### config.mk
export PLATFORM = sky130hd
export DESIGN_NAME = max_filter_3x3_clipped
export DESIGN_NICKNAME = d
export VERILOG_FILES = /design/src/hw/rtl/mf3_pkg.sv /design/src/hw/rtl/mf3_ram.sv /design/src/hw/rtl/mf3_cell.sv /design/src/hw/rtl/mf3_ctrl.sv /design/src/hw/rtl/max_filter_3x3_clipped.sv
export VERILOG_INCLUDE_DIRS = /design/src /design/src/hw/rtl
export SDC_FILE = /design/constraint.sdc
export NUM_CORES = 2
export LEC_CHECK = 0
export BUFFER_PORTS_ARGS = -buffer_cell sky130_fd_sc_hd__clkbuf_2
export CORE_ASPECT_RATIO = 0.8
export CORE_MARGIN = 2
export CORE_UTILIZATION = 25
export DETAILED_ROUTE_END_ITERATION = 7
export PLACE_DENSITY = 0.47
export SLEW_MARGIN = 25
export SYNTH_ARGS = -nofsm -noshare
export SYNTH_HDL_FRONTEND = slang
export SYNTH_HIERARCHICAL = 1
export SYNTH_SLANG_ARGS = --single-unit
### constraint.sdc
create_clock -name clk_i -period 15.95 [get_ports clk_i]
set_input_delay 0.7975 -clock clk_i [delete_from_list [all_inputs] [get_ports clk_i]]
set_output_delay 0.7975 -clock clk_i [all_outputs]
set_load 0.01 [all_outputs]
### src/hw/rtl/max_filter_3x3_clipped_defines.svh
// assertion macros shared by the max filter rtl
`ifndef MAX_FILTER_3X3_CLIPPED_DEFINES_SVH
`define MAX_FILTER_3X3_CLIPPED_DEFINES_SVH
`ifndef NO_ASSERTIONS
`define MF3_ASSERT(lbl, prop, msg) \
  lbl: assert property (@(posedge clk_i) disable iff (!rst_ni) (prop)) else $error(msg);
`define MF3_ASSERT_IMP(lbl, ante, cons, msg) \
  lbl: assert property (@(posedge clk_i) disable iff (!rst_ni) (ante) |-> (cons)) \
    else $error(msg);
`else
`define MF3_ASSERT(lbl, prop, msg)
`define MF3_ASSERT_IMP(lbl, ante, cons, msg)
`endif
`endif

### src/hw/rtl/mf3_pkg.sv
// types, constants and helpers for the 3x3 max filter
package mf3_pkg;

  localparam int SAMPLE_W  = 16;
  localparam int MAX_COLS  = 128;
  localparam int COL_W     = $clog2(MAX_COLS);
  localparam int NCOLS_W   = 8;
  localparam int ROW_W     = 10;
  localparam int NROWS_W   = 11;
  localparam int ROW_LIMIT = 1024;
  localparam int NUM_CELLS = 3;
  localparam int CFG_AW    = 3;
  localparam int CFG_DW    = 32;

  typedef enum logic {
    FUNC_SAMPLE = 1'b0,
    FUNC_FLUSH  = 1'b1
  } func_e;

  typedef enum logic {
    REG_NUM_ROWS = 1'b0,
    REG_NUM_COLS = 1'b1
  } reg_e;

  typedef logic signed [SAMPLE_W-1:0] sample_t;

  typedef struct packed {
    logic             emit;
    logic             last;
    logic [ROW_W-1:0] row;
    logic [COL_W-1:0] col;
    logic             left_ok;
    logic             right_ok;
    logic             above_ok;
    logic             below_ok;
    logic [COL_W-1:0] addr;
  } step_t;

  function automatic sample_t smax(sample_t a, sample_t b);
    return (a > b) ? a : b;
  endfunction

endpackage

### src/hw/rtl/mf3_ram.sv
// generic single write port ram with registered read
module mf3_ram #(
  parameter int WIDTH = 16,
  parameter int DEPTH = 128
) (
  input  logic                     clk_i,
  input  logic                     we_i,
  input  logic [$clog2(DEPTH)-1:0] waddr_i,
  input  logic [WIDTH-1:0]         wdata_i,
  input  logic                     re_i,
  input  logic [$clog2(DEPTH)-1:0] raddr_i,
  output logic [WIDTH-1:0]         rdata_o
);

  logic [WIDTH-1:0] mem_q [DEPTH];
  logic [WIDTH-1:0] rdata_q;

  always_ff @(posedge clk_i) begin
    if (we_i) begin
      mem_q[waddr_i] <= wdata_i;
    end
    if (re_i) begin
      rdata_q <= mem_q[raddr_i];
    end
  end

  assign rdata_o = rdata_q;

endmodule

### src/hw/rtl/mf3_cell.sv
// one window column cell holding the vertical maximum of a column
module mf3_cell import mf3_pkg::*; (
  input  logic    clk_i,
  input  logic    en_i,
  input  sample_t d_i,
  output sample_t q_o
);

  sample_t val_q;

  always_ff @(posedge clk_i) begin
    if (en_i) begin
      val_q <= d_i;
    end
  end

  assign q_o = val_q;

endmodule

### src/hw/rtl/mf3_ctrl.sv
// raster counters, output scheduling and window masks
`include "max_filter_3x3_clipped_defines.svh"
module mf3_ctrl import mf3_pkg::*; (
  input  logic               clk_i,
  input  logic               rst_ni,
  input  logic [NROWS_W-1:0] rows_i,
  input  logic [NCOLS_W-1:0] cols_i,
  input  logic               restart_i,
  input  logic               adv_i,
  input  logic               in_valid_i,
  input  func_e              func_i,
  output logic               in_stall_o,
  output logic               shift_o,
  output step_t              step_o
);

  logic [NROWS_W-1:0] in_row_q, in_row_d;
  logic [COL_W-1:0]   in_col_q, in_col_d;
  logic [NCOLS_W-1:0] fill_q, fill_d;
  logic [ROW_W-1:0]   out_row_q, out_row_d;
  logic [COL_W-1:0]   out_col_q, out_col_d;

  logic [NCOLS_W-1:0] cols_p1;
  logic [NROWS_W-1:0] rows_p2;
  logic complete, primed, pad, accept, sample_path, flush_path;
  logic in_col_last, out_col_last, out_row_last;

  assign cols_p1  = cols_i + NCOLS_W'(1);
  assign rows_p2  = rows_i + NROWS_W'(2);
  assign complete = in_row_q >= rows_i;
  assign primed   = fill_q == cols_p1;
  assign pad      = complete && !primed;

  assign in_stall_o  = !adv_i || pad;
  assign accept      = in_valid_i && !in_stall_o;
  assign sample_path = accept && (func_i == FUNC_SAMPLE) && !complete;
  assign flush_path  = accept && complete;
  assign shift_o     = sample_path || flush_path || (pad && adv_i);

  assign in_col_last  = (NCOLS_W'(in_col_q) + NCOLS_W'(1)) == cols_i;
  assign out_col_last = (NCOLS_W'(out_col_q) + NCOLS_W'(1)) == cols_i;
  assign out_row_last = (NROWS_W'(out_row_q) + NROWS_W'(1)) == rows_i;

  always_comb begin
    step_o.emit     = (sample_path && primed) || flush_path;
    step_o.last     = flush_path && out_row_last && out_col_last;
    step_o.row      = out_row_q;
    step_o.col      = out_col_q;
    step_o.left_ok  = out_col_q != '0;
    step_o.right_ok = !out_col_last;
    step_o.above_ok = in_row_q >= NROWS_W'(2);
    step_o.below_ok = in_row_q < rows_i;
    step_o.addr     = in_col_q;
  end

  always_comb begin
    in_row_d  = in_row_q;
    in_col_d  = in_col_q;
    fill_d    = fill_q;
    out_row_d = out_row_q;
    out_col_d = out_col_q;
    if (restart_i || (shift_o && step_o.last)) begin
      in_row_d  = '0;
      in_col_d  = '0;
      fill_d    = '0;
      out_row_d = '0;
      out_col_d = '0;
    end else if (shift_o) begin
      if (in_col_last) begin
        in_col_d = '0;
        in_row_d = in_row_q + NROWS_W'(1);
      end else begin
        in_col_d = in_col_q + COL_W'(1);
      end
      if (!primed) begin
        fill_d = fill_q + NCOLS_W'(1);
      end
      if (step_o.emit) begin
        if (out_col_last) begin
          out_col_d = '0;
          out_row_d = out_row_q + ROW_W'(1);
        end else begin
          out_col_d = out_col_q + COL_W'(1);
        end
      end
    end
  end

  always_ff @(posedge clk_i or negedge rst_ni) begin
    if (!rst_ni) begin
      in_row_q  <= '0;
      in_col_q  <= '0;
      fill_q    <= '0;
      out_row_q <= '0;
      out_col_q <= '0;
    end else begin
      in_row_q  <= in_row_d;
      in_col_q  <= in_col_d;
      fill_q    <= fill_d;
      out_row_q <= out_row_d;
      out_col_q <= out_col_d;
    end
  end

  `MF3_ASSERT(fill_in_range, fill_q <= cols_p1, "fill count past the window lag")
  `MF3_ASSERT(row_in_range, in_row_q <= rows_p2, "input row count runs past the frame")
  `MF3_ASSERT_IMP(no_shift_when_held, !adv_i, !shift_o, "window shifted while pipeline held")

endmodule

### src/hw/rtl/max_filter_3x3_clipped.sv
// streaming 3x3 maximum filter with the window clipped at the frame borders
// a result passes the read stage, the window stage and the output register in turn
// one word per cycle unless stalled; window lags num_cols + 1 words behind input
// frames shorter than num_cols + 1 words add fill steps at frame end, input stalled
// reset: counters cleared, num_rows = num_cols = 1, line buffers left as they are
`include "max_filter_3x3_clipped_defines.svh"
module max_filter_3x3_clipped import mf3_pkg::*; (
  input  logic                clk_i,
  input  logic                rst_ni,
  input  logic                in_valid_i,
  output logic                in_stall_o,
  input  logic                func_i,
  input  logic signed [SAMPLE_W-1:0] sample_i,
  output logic                out_valid_o,
  input  logic                out_stall_i,
  output logic signed [SAMPLE_W-1:0] max_value_o,
  output logic [ROW_W-1:0]    out_row_o,
  output logic [COL_W-1:0]    out_col_o,
  output logic                frame_last_o,
  input  logic                psel,
  input  logic                penable,
  input  logic                pwrite,
  input  logic [CFG_AW-1:0]   paddr,
  input  logic [CFG_DW-1:0]   pwdata,
  output logic [CFG_DW-1:0]   prdata,
  output logic                pready
);

  logic [NROWS_W-1:0] num_rows_q, rows_eff;
  logic [NCOLS_W-1:0] num_cols_q, cols_eff;
  logic               cfg_wr;
  logic               single_col, out_at_end;

  logic    adv, shift;
  step_t   step;
  logic    a_valid_q, a_byp_q;
  step_t   a_step_q;
  sample_t a_sample_q, byp_mid_q, byp_above_q;
  logic    b_valid_q;
  step_t   b_step_q;

  logic [SAMPLE_W-1:0] rd_mid, rd_above;
  sample_t mid_eff, above_eff, col_max;
  sample_t cell_in [NUM_CELLS];
  sample_t cell_q  [NUM_CELLS];
  logic    cell_en;

  logic                out_valid_q, out_last_q;
  sample_t             out_max_q;
  logic [ROW_W-1:0]    out_row_q;
  logic [COL_W-1:0]    out_col_q;

  // configuration
  assign pready = 1'b1;
  assign cfg_wr = psel && penable && pwrite && pready;

  always_ff @(posedge clk_i or negedge rst_ni) begin
    if (!rst_ni) begin
      num_rows_q <= NROWS_W'(1);
      num_cols_q <= NCOLS_W'(1);
    end else if (cfg_wr) begin
      unique case (reg_e'(paddr[2]))
        REG_NUM_ROWS: num_rows_q <= pwdata[NROWS_W-1:0];
        REG_NUM_COLS: num_cols_q <= pwdata[NCOLS_W-1:0];
        default: ;
      endcase
    end
  end

  always_comb begin
    unique case (reg_e'(paddr[2]))
      REG_NUM_ROWS: prdata = CFG_DW'(num_rows_q);
      REG_NUM_COLS: prdata = CFG_DW'(num_cols_q);
      default:      prdata = '0;
    endcase
  end

  always_comb begin
    rows_eff = num_rows_q;
    if (num_rows_q == '0) begin
      rows_eff = NROWS_W'(1);
    end else if (num_rows_q > NROWS_W'(ROW_LIMIT)) begin
      rows_eff = NROWS_W'(ROW_LIMIT);
    end
    cols_eff = num_cols_q;
    if (num_cols_q == '0) begin
      cols_eff = NCOLS_W'(1);
    end else if (num_cols_q > NCOLS_W'(MAX_COLS)) begin
      cols_eff = NCOLS_W'(MAX_COLS);
    end
  end

  assign single_col = cols_eff == NCOLS_W'(1);

  assign adv = !out_valid_q || !out_stall_i;

  mf3_ctrl u_ctrl (
    .clk_i      (clk_i),
    .rst_ni     (rst_ni),
    .rows_i     (rows_eff),
    .cols_i     (cols_eff),
    .restart_i  (cfg_wr),
    .adv_i      (adv),
    .in_valid_i (in_valid_i),
    .func_i     (func_e'(func_i)),
    .in_stall_o (in_stall_o),
    .shift_o    (shift),
    .step_o     (step)
  );

  // line buffers
  mf3_ram #(.WIDTH(SAMPLE_W), .DEPTH(MAX_COLS)) u_lb_middle (
    .clk_i   (clk_i),
    .we_i    (adv && a_valid_q),
    .waddr_i (a_step_q.addr),
    .wdata_i (a_sample_q),
    .re_i    (adv && shift),
    .raddr_i (step.addr),
    .rdata_o (rd_mid)
  );

  mf3_ram #(.WIDTH(SAMPLE_W), .DEPTH(MAX_COLS)) u_lb_above (
    .clk_i   (clk_i),
    .we_i    (adv && a_valid_q),
    .waddr_i (a_step_q.addr),
    .wdata_i (mid_eff),
    .re_i    (adv && shift),
    .raddr_i (step.addr),
    .rdata_o (rd_above)
  );

  // line buffer read stage, bypass covers a single column frame
  always_ff @(posedge clk_i or negedge rst_ni) begin
    if (!rst_ni) begin
      a_valid_q <= 1'b0;
    end else if (adv) begin
      a_valid_q <= shift;
    end
  end

  always_ff @(posedge clk_i) begin
    if (adv && shift) begin
      a_step_q    <= step;
      a_sample_q  <= sample_i;
      a_byp_q     <= a_valid_q && (step.addr == a_step_q.addr) && single_col;
      byp_mid_q   <= a_sample_q;
      byp_above_q <= mid_eff;
    end
  end

  assign mid_eff   = a_byp_q ? byp_mid_q : sample_t'(rd_mid);
  assign above_eff = a_byp_q ? byp_above_q : sample_t'(rd_above);
  assign col_max   = smax(mid_eff,
                          smax(a_step_q.above_ok ? above_eff : mid_eff,
                               a_step_q.below_ok ? a_sample_q : mid_eff));

  // window column cells: right, centre, left
  assign cell_en = adv && a_valid_q;

  for (genvar k = 0; k < NUM_CELLS; k++) begin : g_cell
    if (k == 0) begin : g_head
      assign cell_in[k] = col_max;
    end else begin : g_link
      assign cell_in[k] = cell_q[k-1];
    end
    mf3_cell u_cell (
      .clk_i (clk_i),
      .en_i  (cell_en),
      .d_i   (cell_in[k]),
      .q_o   (cell_q[k])
    );
  end

  always_ff @(posedge clk_i or negedge rst_ni) begin
    if (!rst_ni) begin
      b_valid_q <= 1'b0;
    end else if (adv) begin
      b_valid_q <= a_valid_q && a_step_q.emit;
    end
  end

  always_ff @(posedge clk_i) begin
    if (adv && a_valid_q) begin
      b_step_q <= a_step_q;
    end
  end

  // output register
  always_ff @(posedge clk_i or negedge rst_ni) begin
    if (!rst_ni) begin
      out_valid_q <= 1'b0;
    end else if (adv) begin
      out_valid_q <= b_valid_q;
    end
  end

  always_ff @(posedge clk_i) begin
    if (adv && b_valid_q) begin
      out_max_q  <= smax(cell_q[1],
                         smax(b_step_q.left_ok ? cell_q[2] : cell_q[1],
                              b_step_q.right_ok ? cell_q[0] : cell_q[1]));
      out_row_q  <= b_step_q.row;
      out_col_q  <= b_step_q.col;
      out_last_q <= b_step_q.last;
    end
  end

  assign out_valid_o  = out_valid_q;
  assign max_value_o  = out_max_q;
  assign out_row_o    = out_row_q;
  assign out_col_o    = out_col_q;
  assign frame_last_o = out_last_q;

  assign out_at_end = ((NCOLS_W'(out_col_o) + NCOLS_W'(1)) == cols_eff) &&
                      ((NROWS_W'(out_row_o) + NROWS_W'(1)) == rows_eff);

  `MF3_ASSERT_IMP(last_at_corner, out_valid_o && frame_last_o, out_at_end, "frame end misplaced")
  `MF3_ASSERT_IMP(bypass_single_col, a_valid_q && a_byp_q, single_col, "bypass on wide frame")

endmodule

## Word-level counts from Yosys, hierarchy flattened

Memory sizes are Yosys's and may differ from the RTL's. A register that Yosys moved wholly into a read port is not among the register bits.
Cells that the tools add are included.

- Add/sub/neg operators: 9
- Order comparisons: 9
- Equality and inequality tests: 7
- Mux-type cells: 34
- Bitwise gates (word level): 2
- Reduce and logical (&&, ||, !) cells: 44

Operators with widths:

| operator | count |
|---|---|
| $mux W16 | 10 |
| $gt A16 B16 Y1 | 4 |
| $pmux W32 S2 | 1 |
| $mux W11 | 5 |
| $mux W7 | 7 |
| $mux W10 | 4 |
| $mux W8 | 5 |
| $eq A8 B8 Y1 | 3 |
| $logic_and A1 B1 Y1 | 18 |
| $add A7 B1 Y8 const B | 2 |
| $add A8 B1 Y8 const B | 2 |
| $add A7 B1 Y7 const B | 2 |
| $add A10 B1 Y11 const B | 1 |
| $add A11 B1 Y11 const B | 1 |
| $eq A11 B11 Y1 | 1 |
| $ge A11 B11 Y1 | 1 |
| $ge A11 B2 Y1 const B | 1 |
| $gt A11 B11 Y1 const B | 1 |
| $logic_not A11 Y1 | 1 |
| $lt A11 B11 Y1 | 1 |
| $add A10 B1 Y10 const B | 1 |
| $reduce_and A2 Y1 | 5 |
| $eq A8 B1 Y1 const B | 1 |
| $gt A8 B8 Y1 const B | 1 |
| 10 further kinds | 26 |

- Flip-flop bits (word level): 246
- RAM bits: 4096
- Output and inout port bits: 69
- Memories: 2

Memory list:

| memory | depth | bits a word | read ports | clocked after memory_dff | write ports | RTL line | text |
|---|---|---|---|---|---|---|---|
| u_lb_above.mem_q | 128 | 16 | 1 | 1 | 1 | mf3_ram.sv:15 | `logic [WIDTH-1:0] mem_q [DEPTH];` |
| u_lb_middle.mem_q | 128 | 16 | 1 | 1 | 1 | mf3_ram.sv:15 |  |

## Depth between registers and ports, before layout

- Depth in word-level cells: 18
- Gate-level depth with buffers: 22

## Modules after synthesis

Netlist, hierarchy kept.

By module, submodules not included:

| module | times used | cells each | area an instance (um^2) |
|---|---|---|---|
| mf3_ram | 2 | 3086 | 78683.0 |
| max_filter_3x3_clipped | 1 | 774 | 9317.7 |
| mf3_ctrl | 1 | 465 | 3683.5 |
| mf3_cell | 3 | 16 | 480.5 |

## Worst setup path before layout

OpenSTA, ideal clock, no wires.

- Kind: reg-to-reg
- Start point: reg a_byp_q
- End point: reg g_cell[0].u_cell.val_q[10] (data pin)
- Library setup time: 0.265 ns
- Data arrival time: 5.909 ns
- Path slack: 9.776 ns
- Stages on the path, launching flop included: 19
- Path buffers: 4
- Period minus slack after synthesis: 6.174 ns
- Cells stage by stage: edfxtp_1 clkbuf_1 clkbuf_1 mux2_2 mux2i_1 ha_1 nand4_1 or4_1 o32a_1 and3_1 buf_2 o31a_1 ha_1 a21o_1 a2111oi_0 nand2_1 o21ai_1 buf_2 mux2i_1

RTL lines:

| what | RTL line | text |
|---|---|---|
| start: declaration | max_filter_3x3_clipped.sv:36 | `logic a_valid_q, a_byp_q;` |
| start signal: assignment | max_filter_3x3_clipped.sv:145 | `a_byp_q <= a_valid_q && (step.addr == a_step_q.addr) && single_col;` |
| end signal: assignment | mf3_cell.sv:13 | `val_q <= d_i;` |
| end: declaration | mf3_cell.sv:9 | `sample_t val_q;` |

==> impl_metrics.prom <==
# TYPE chip_impl_metric gauge
chip_impl_info{name="run_status",value="completed"} 1
chip_impl_metric{name="total_switching_power",unit="mW"} 11.1
chip_impl_metric{name="path_clk_slew",unit="ps"} 60
chip_impl_metric{name="cts_max_path_buffers",unit=""} 4
chip_impl_metric{name="drtIter0Drc",unit=""} 9599
chip_impl_metric{name="worstPathBufferInverterCount",unit=""} 2
chip_impl_metric{name="drt-pass1-iter-count",unit=""} 6
chip_impl_info{name="rr_endpoint",value="g_cell[0].u_cell/q_o[0]"} 1
chip_impl_metric{name="postSynthRegisterBits",unit=""} 4374
chip_impl_info{name="timing.critical_path.to",value="g_cell[0].u_cell/q_o[0]"} 1
chip_impl_info{name="yosys-top-cells-area",value="sky130_fd_sc_hd__edfxtp_1 75%, sky130_fd_sc_hd__mux4_2 18%, sky130_fd_sc_hd__dfrtp_1 0.92%"} 1
chip_impl_metric{name="asyncSetResetFlopFracSynth",unit="%"} 1.49
chip_impl_info{name="most_common_cell_in_the_netlist",value="sky130_fd_sc_hd__edfxtp_1"} 1
chip_impl_info{name="hp-class",value="input pin to flop"} 1
chip_impl_metric{name="max_slew_margin",unit="%"} 26.6
chip_impl_metric{name="ff2ff_setup_slack",unit="ps"} 8700
chip_impl_metric{name="final_core_util",unit="%"} 29.3
chip_impl_info{name="worst_path_cell_chain",value="buf_4, mux2_8, buf_16, nor2_1, a21oi_1, ha_1, a21oi_1, o21ai_0, a2111oi_0, and3_1, o21ai_0, o31a_1, ha_1, a21o_1, a2111oi_0, nand2_1, o21ai_4, mux2_2"} 1
chip_impl_metric{name="power.clock.fraction",unit="%"} 30.1
chip_impl_metric{name="place.gp.congestion",unit=""} 0.783
chip_impl_metric{name="clock_insertion_delay_worst_skew",unit="ps"} 1040
chip_impl_metric{name="n_fill_cell",unit=""} 66200
chip_impl_metric{name="io_pins",unit=""} 128
chip_impl_info{name="worstSetupStartpointType",value="flop"} 1
chip_impl_metric{name="placement.cell_area",unit="um^2"} 185000
chip_impl_info{name="synth_top_cells_by_count",value="4309 x sky130_fd_sc_hd__edfxtp_1, 1344 x sky130_fd_sc_hd__mux4_2, 295 x sky130_fd_sc_hd__nor2_1"} 1
chip_impl_metric{name="power.share.switching",unit="%"} 31.2
chip_impl_metric{name="route.detailed.vias_per_inst",unit=""} 4.61
chip_impl_metric{name="hold_viol_final",unit=""} 0
chip_impl_metric{name="post-synth-top-area-fraction",unit="%"} 75.3
chip_impl_metric{name="number_of_enable_type_register_cells_in_the_synthesized_netlist",unit=""} 4309
chip_impl_metric{name="wl_per_cell",unit="um"} 25.9
chip_impl_metric{name="worstSetupPathDepth",unit=""} 18
chip_impl_metric{name="synth.distinct_cells",unit=""} 79
chip_impl_metric{name="syn_inst",unit=""} 7459
chip_impl_info{name="cts.root.buffer_cell",value="sky130_fd_sc_hd__clkbuf_16"} 1
chip_impl_metric{name="coreArea",unit="um^2"} 685000
chip_impl_metric{name="worst-path-max-fanout",unit=""} 85
chip_impl_metric{name="power.density",unit="nW/um^2"} 176
chip_impl_metric{name="detailed_route_drc_error_count",unit=""} 0
chip_impl_metric{name="vdd.ir_drop.worst",unit="V"} 0.000148
chip_impl_metric{name="max_freq",unit="GHz"} 0.138
chip_impl_metric{name="combPwrFrac",unit="%"} 29.7
chip_impl_metric{name="drt_wl_total",unit="um"} 455000
chip_impl_metric{name="layout_worst_path_cycle_share",unit="%"} 45.4
chip_impl_metric{name="cp_data_arrival_time",unit="ps"} 8030
chip_impl_metric{name="timing.max_cap.violations",unit=""} 0
chip_impl_metric{name="p_int",unit="mW"} 24.4
chip_impl_metric{name="layout-drive-gt1-share",unit="%"} 31.3
chip_impl_info{name="end_kind",value="flop"} 1
chip_impl_metric{name="clock-skew-final",unit="ps"} 39.2
chip_impl_metric{name="numClockSinks",unit=""} 4374
chip_impl_metric{name="rows",unit=""} 272
chip_impl_metric{name="setup_viol",unit=""} 0
chip_impl_metric{name="per_instance_average_area_after_synthesis",unit="um^2"} 23.0
chip_impl_metric{name="seq_power_share",unit="%"} 40.1
chip_impl_info{name="rsz0062_at_grt",value="false"} 1
chip_impl_metric{name="floorplan.initialDensity",unit="%"} 25.1
chip_impl_info{name="critPathTopFamily",value="compound AO/OA/AOI/OAI gates"} 1
chip_impl_metric{name="required",unit="ps"} 16730
chip_impl_metric{name="fin_total_pwr",unit="mW"} 35.4
chip_impl_metric{name="place.port_buffers",unit=""} 82
chip_impl_info{name="cts_tree",value="yes"} 1
chip_impl_metric{name="ctsResizeCount",unit=""} 0
chip_impl_metric{name="floorplan_die_width",unit="um"} 931
chip_impl_metric{name="final.setup.tns",unit="ps"} 0
chip_impl_metric{name="antenna_found_initial",unit=""} 44
chip_impl_metric{name="power.static_leakage",unit="nW"} 61.1
chip_impl_metric{name="period_needed",unit="ps"} 7250
chip_impl_info{name="r2r_start",value="a_byp_q"} 1
chip_impl_metric{name="global_route_wire_length_before_repair",unit="um"} 636000
chip_impl_metric{name="grt_start_max_net_pins",unit=""} 134
chip_impl_metric{name="syn_area",unit="um^2"} 172000
chip_impl_metric{name="cts_inserted_buffers",unit=""} 461
chip_impl_metric{name="antenna_viol_nets_final",unit=""} 0
chip_impl_metric{name="detailedPlacementHpwl",unit="um"} 258000
chip_impl_metric{name="die_area",unit="um^2"} 694000
chip_impl_metric{name="num_vias",unit=""} 81200
chip_impl_metric{name="fin_nets",unit=""} 8154
chip_impl_info{name="setup.worst_path.class",value="flop to flop"} 1
chip_impl_metric{name="register_area_share_after_synthesis",unit="%"} 76.3
chip_impl_metric{name="overflow",unit=""} 0
chip_impl_metric{name="grt_util_all_layers",unit="%"} 12.6
chip_impl_metric{name="cpPeakStageDelay",unit="ps"} 920
chip_impl_metric{name="via_count_of_the_first_global_routing_pass",unit=""} 82000
chip_impl_metric{name="h_tree_depth",unit=""} 5
chip_impl_metric{name="area_delta_synth_final",unit="%"} 16.9
chip_impl_info{name="setup.worst_path.start",value="a_byp_q"} 1
chip_impl_metric{name="worst-r2r-cell-count",unit=""} 18
chip_impl_metric{name="hold_slack",unit="ps"} 75.3
chip_impl_metric{name="report.final.slew_viol_count",unit=""} 0
chip_impl_metric{name="tightest_slew",unit="ps"} 1100
chip_impl_metric{name="design_area",unit="um^2"} 201000
chip_impl_metric{name="die_height",unit="um"} 745
chip_impl_info{name="synth_top_cell_by_area",value="sky130_fd_sc_hd__edfxtp_1"} 1
chip_impl_metric{name="synthesis.yosys.warnings",unit=""} 6
chip_impl_info{name="synth_ff_type",value="sky130_fd_sc_hd__edfxtp_1"} 1
chip_impl_info{name="worst_path_max_delay_cell",value="sky130_fd_sc_hd__and3_1"} 1
==> routing by layer <==
metal / share of wire, % / global-route usage [%] / wire [um] / vias up
li1: - / - / - / 32900
met5: 0.0059 / 0 / 27 / -
met4: 2.1 / 2.69 / 9460 / 4
met2: 45 / 19.1 / 204000 / 2767
met1: 47 / 19.1 / 212000 / 45000
met3: 6.5 / 2.11 / 29600 / 543
==> cells in the final DEF, fill, tap and decap left out, drive strengths merged, types with 28 or more instances in the layout <==
master          n
buf           373
bufinv         52
dfrtp          63
a21oi          62
nand3          81
xnor2          32
dlygate4sd3    28
clkbuf        626
nor3           33
o21ai          59
edfxtp       4309
ha             83
nand2         109
mux4         1344
nor2b          38
nor2          295
mux2i          98
inv            96
mux2           92
clkinv        219
==> worst min path at each step <==
stage	start	to	cells past startpoint
floorplan	a_step_q[10]	b_step_q[10]	0
global placement	a_step_q[15]	b_step_q[15]	0
detailed placement	a_step_q[9]	b_step_q[9]	0
CTS	sample_i[8]	a_sample_q[8]	1
global route	sample_i[8]	a_sample_q[8]	1
finish	sample_i[8]	a_sample_q[8]	1
==> stage by stage <==
stage,setup WS [ps],cells
after floorplan,9780,7479
after global placement,8480,16700
after detailed placement,8540,16700
after CTS,8540,17600
after global routing,8220,17600
final,8700,17600
==> sequential cells by signal, indices dropped and copies added, names as in the netlist, 20 cells and up <==
signal	cells
a_step_q	30
b_step_q	20
g_cell.u_cell/q_o	48
u_lb_above/mem_q	2048
u_lb_middle/mem_q	2048
==> area by class of cell <==
cell class                      count  area [um^2]  share of cell area, %
Clock inverter                    307         3070                   1.53
Sequential cell                  4374       131000                   65.2
Tap cell                         9179        11500                   5.72
Clock buffer                      545        12000                   5.97
Timing Repair Buffer              482         3760                   1.87
Multi-Input combinational cell   2611        39200                   19.5
Inverter                           82          310                  0.154
Antenna cell                       19         47.5                 0.0237
==> logic make-up after synthesis <==
group | after synthesis | share of synthesized area (%)
DFF | 4374 | 76.3
muxes | 1534 | 18.8
and+or+nand+nor | 672 | 1.83
buffers and inverters | 494 | 1.23
AOI/OAI and AO/OA | 252 | 1.03
adders and majority gates | 84 | 0.610
xor gates and xnor gates | 47 | 0.240
other | 2 | 0.00437
==> worst register-to-register path: stages (launching register included) <==
cell and delay [ps]:
sky130_fd_sc_hd__edfxtp_1 320, sky130_fd_sc_hd__buf_4 530, sky130_fd_sc_hd__mux2_8 570, sky130_fd_sc_hd__buf_16 330, sky130_fd_sc_hd__nor2_1 220, sky130_fd_sc_hd__a21oi_1 80
sky130_fd_sc_hd__ha_1 380, sky130_fd_sc_hd__a21oi_1 160, sky130_fd_sc_hd__o21ai_0 130, sky130_fd_sc_hd__a2111oi_0 800, sky130_fd_sc_hd__and3_1 920, sky130_fd_sc_hd__o21ai_0 170
sky130_fd_sc_hd__o31a_1 200, sky130_fd_sc_hd__ha_1 320, sky130_fd_sc_hd__a21o_1 180, sky130_fd_sc_hd__a2111oi_0 530, sky130_fd_sc_hd__nand2_1 180, sky130_fd_sc_hd__o21ai_4 570
sky130_fd_sc_hd__mux2_2 410
==> power groups by stage <==
stage / Combinational [mW] / Sequential (mW) / Clock (mW)
3_5_place_dp: 10.7 / 14.5 / 0
5_1_grt: 11.2 / 14.3 / 11.4
4_1_cts: 10.7 / 14.2 / 11.0
3_3_place_gp: 10.5 / 14.5 / 0
2_1_floorplan: 6.60 / 14.4 / 0
6_report: 10.5 / 14.2 / 10.7
==> what timing repair did <==
item	CTS	global route
hold endpoints to repair	99	0
buffers inserted	0	0
hold buffers	28	0
Power figures use the tool's default switching activity.
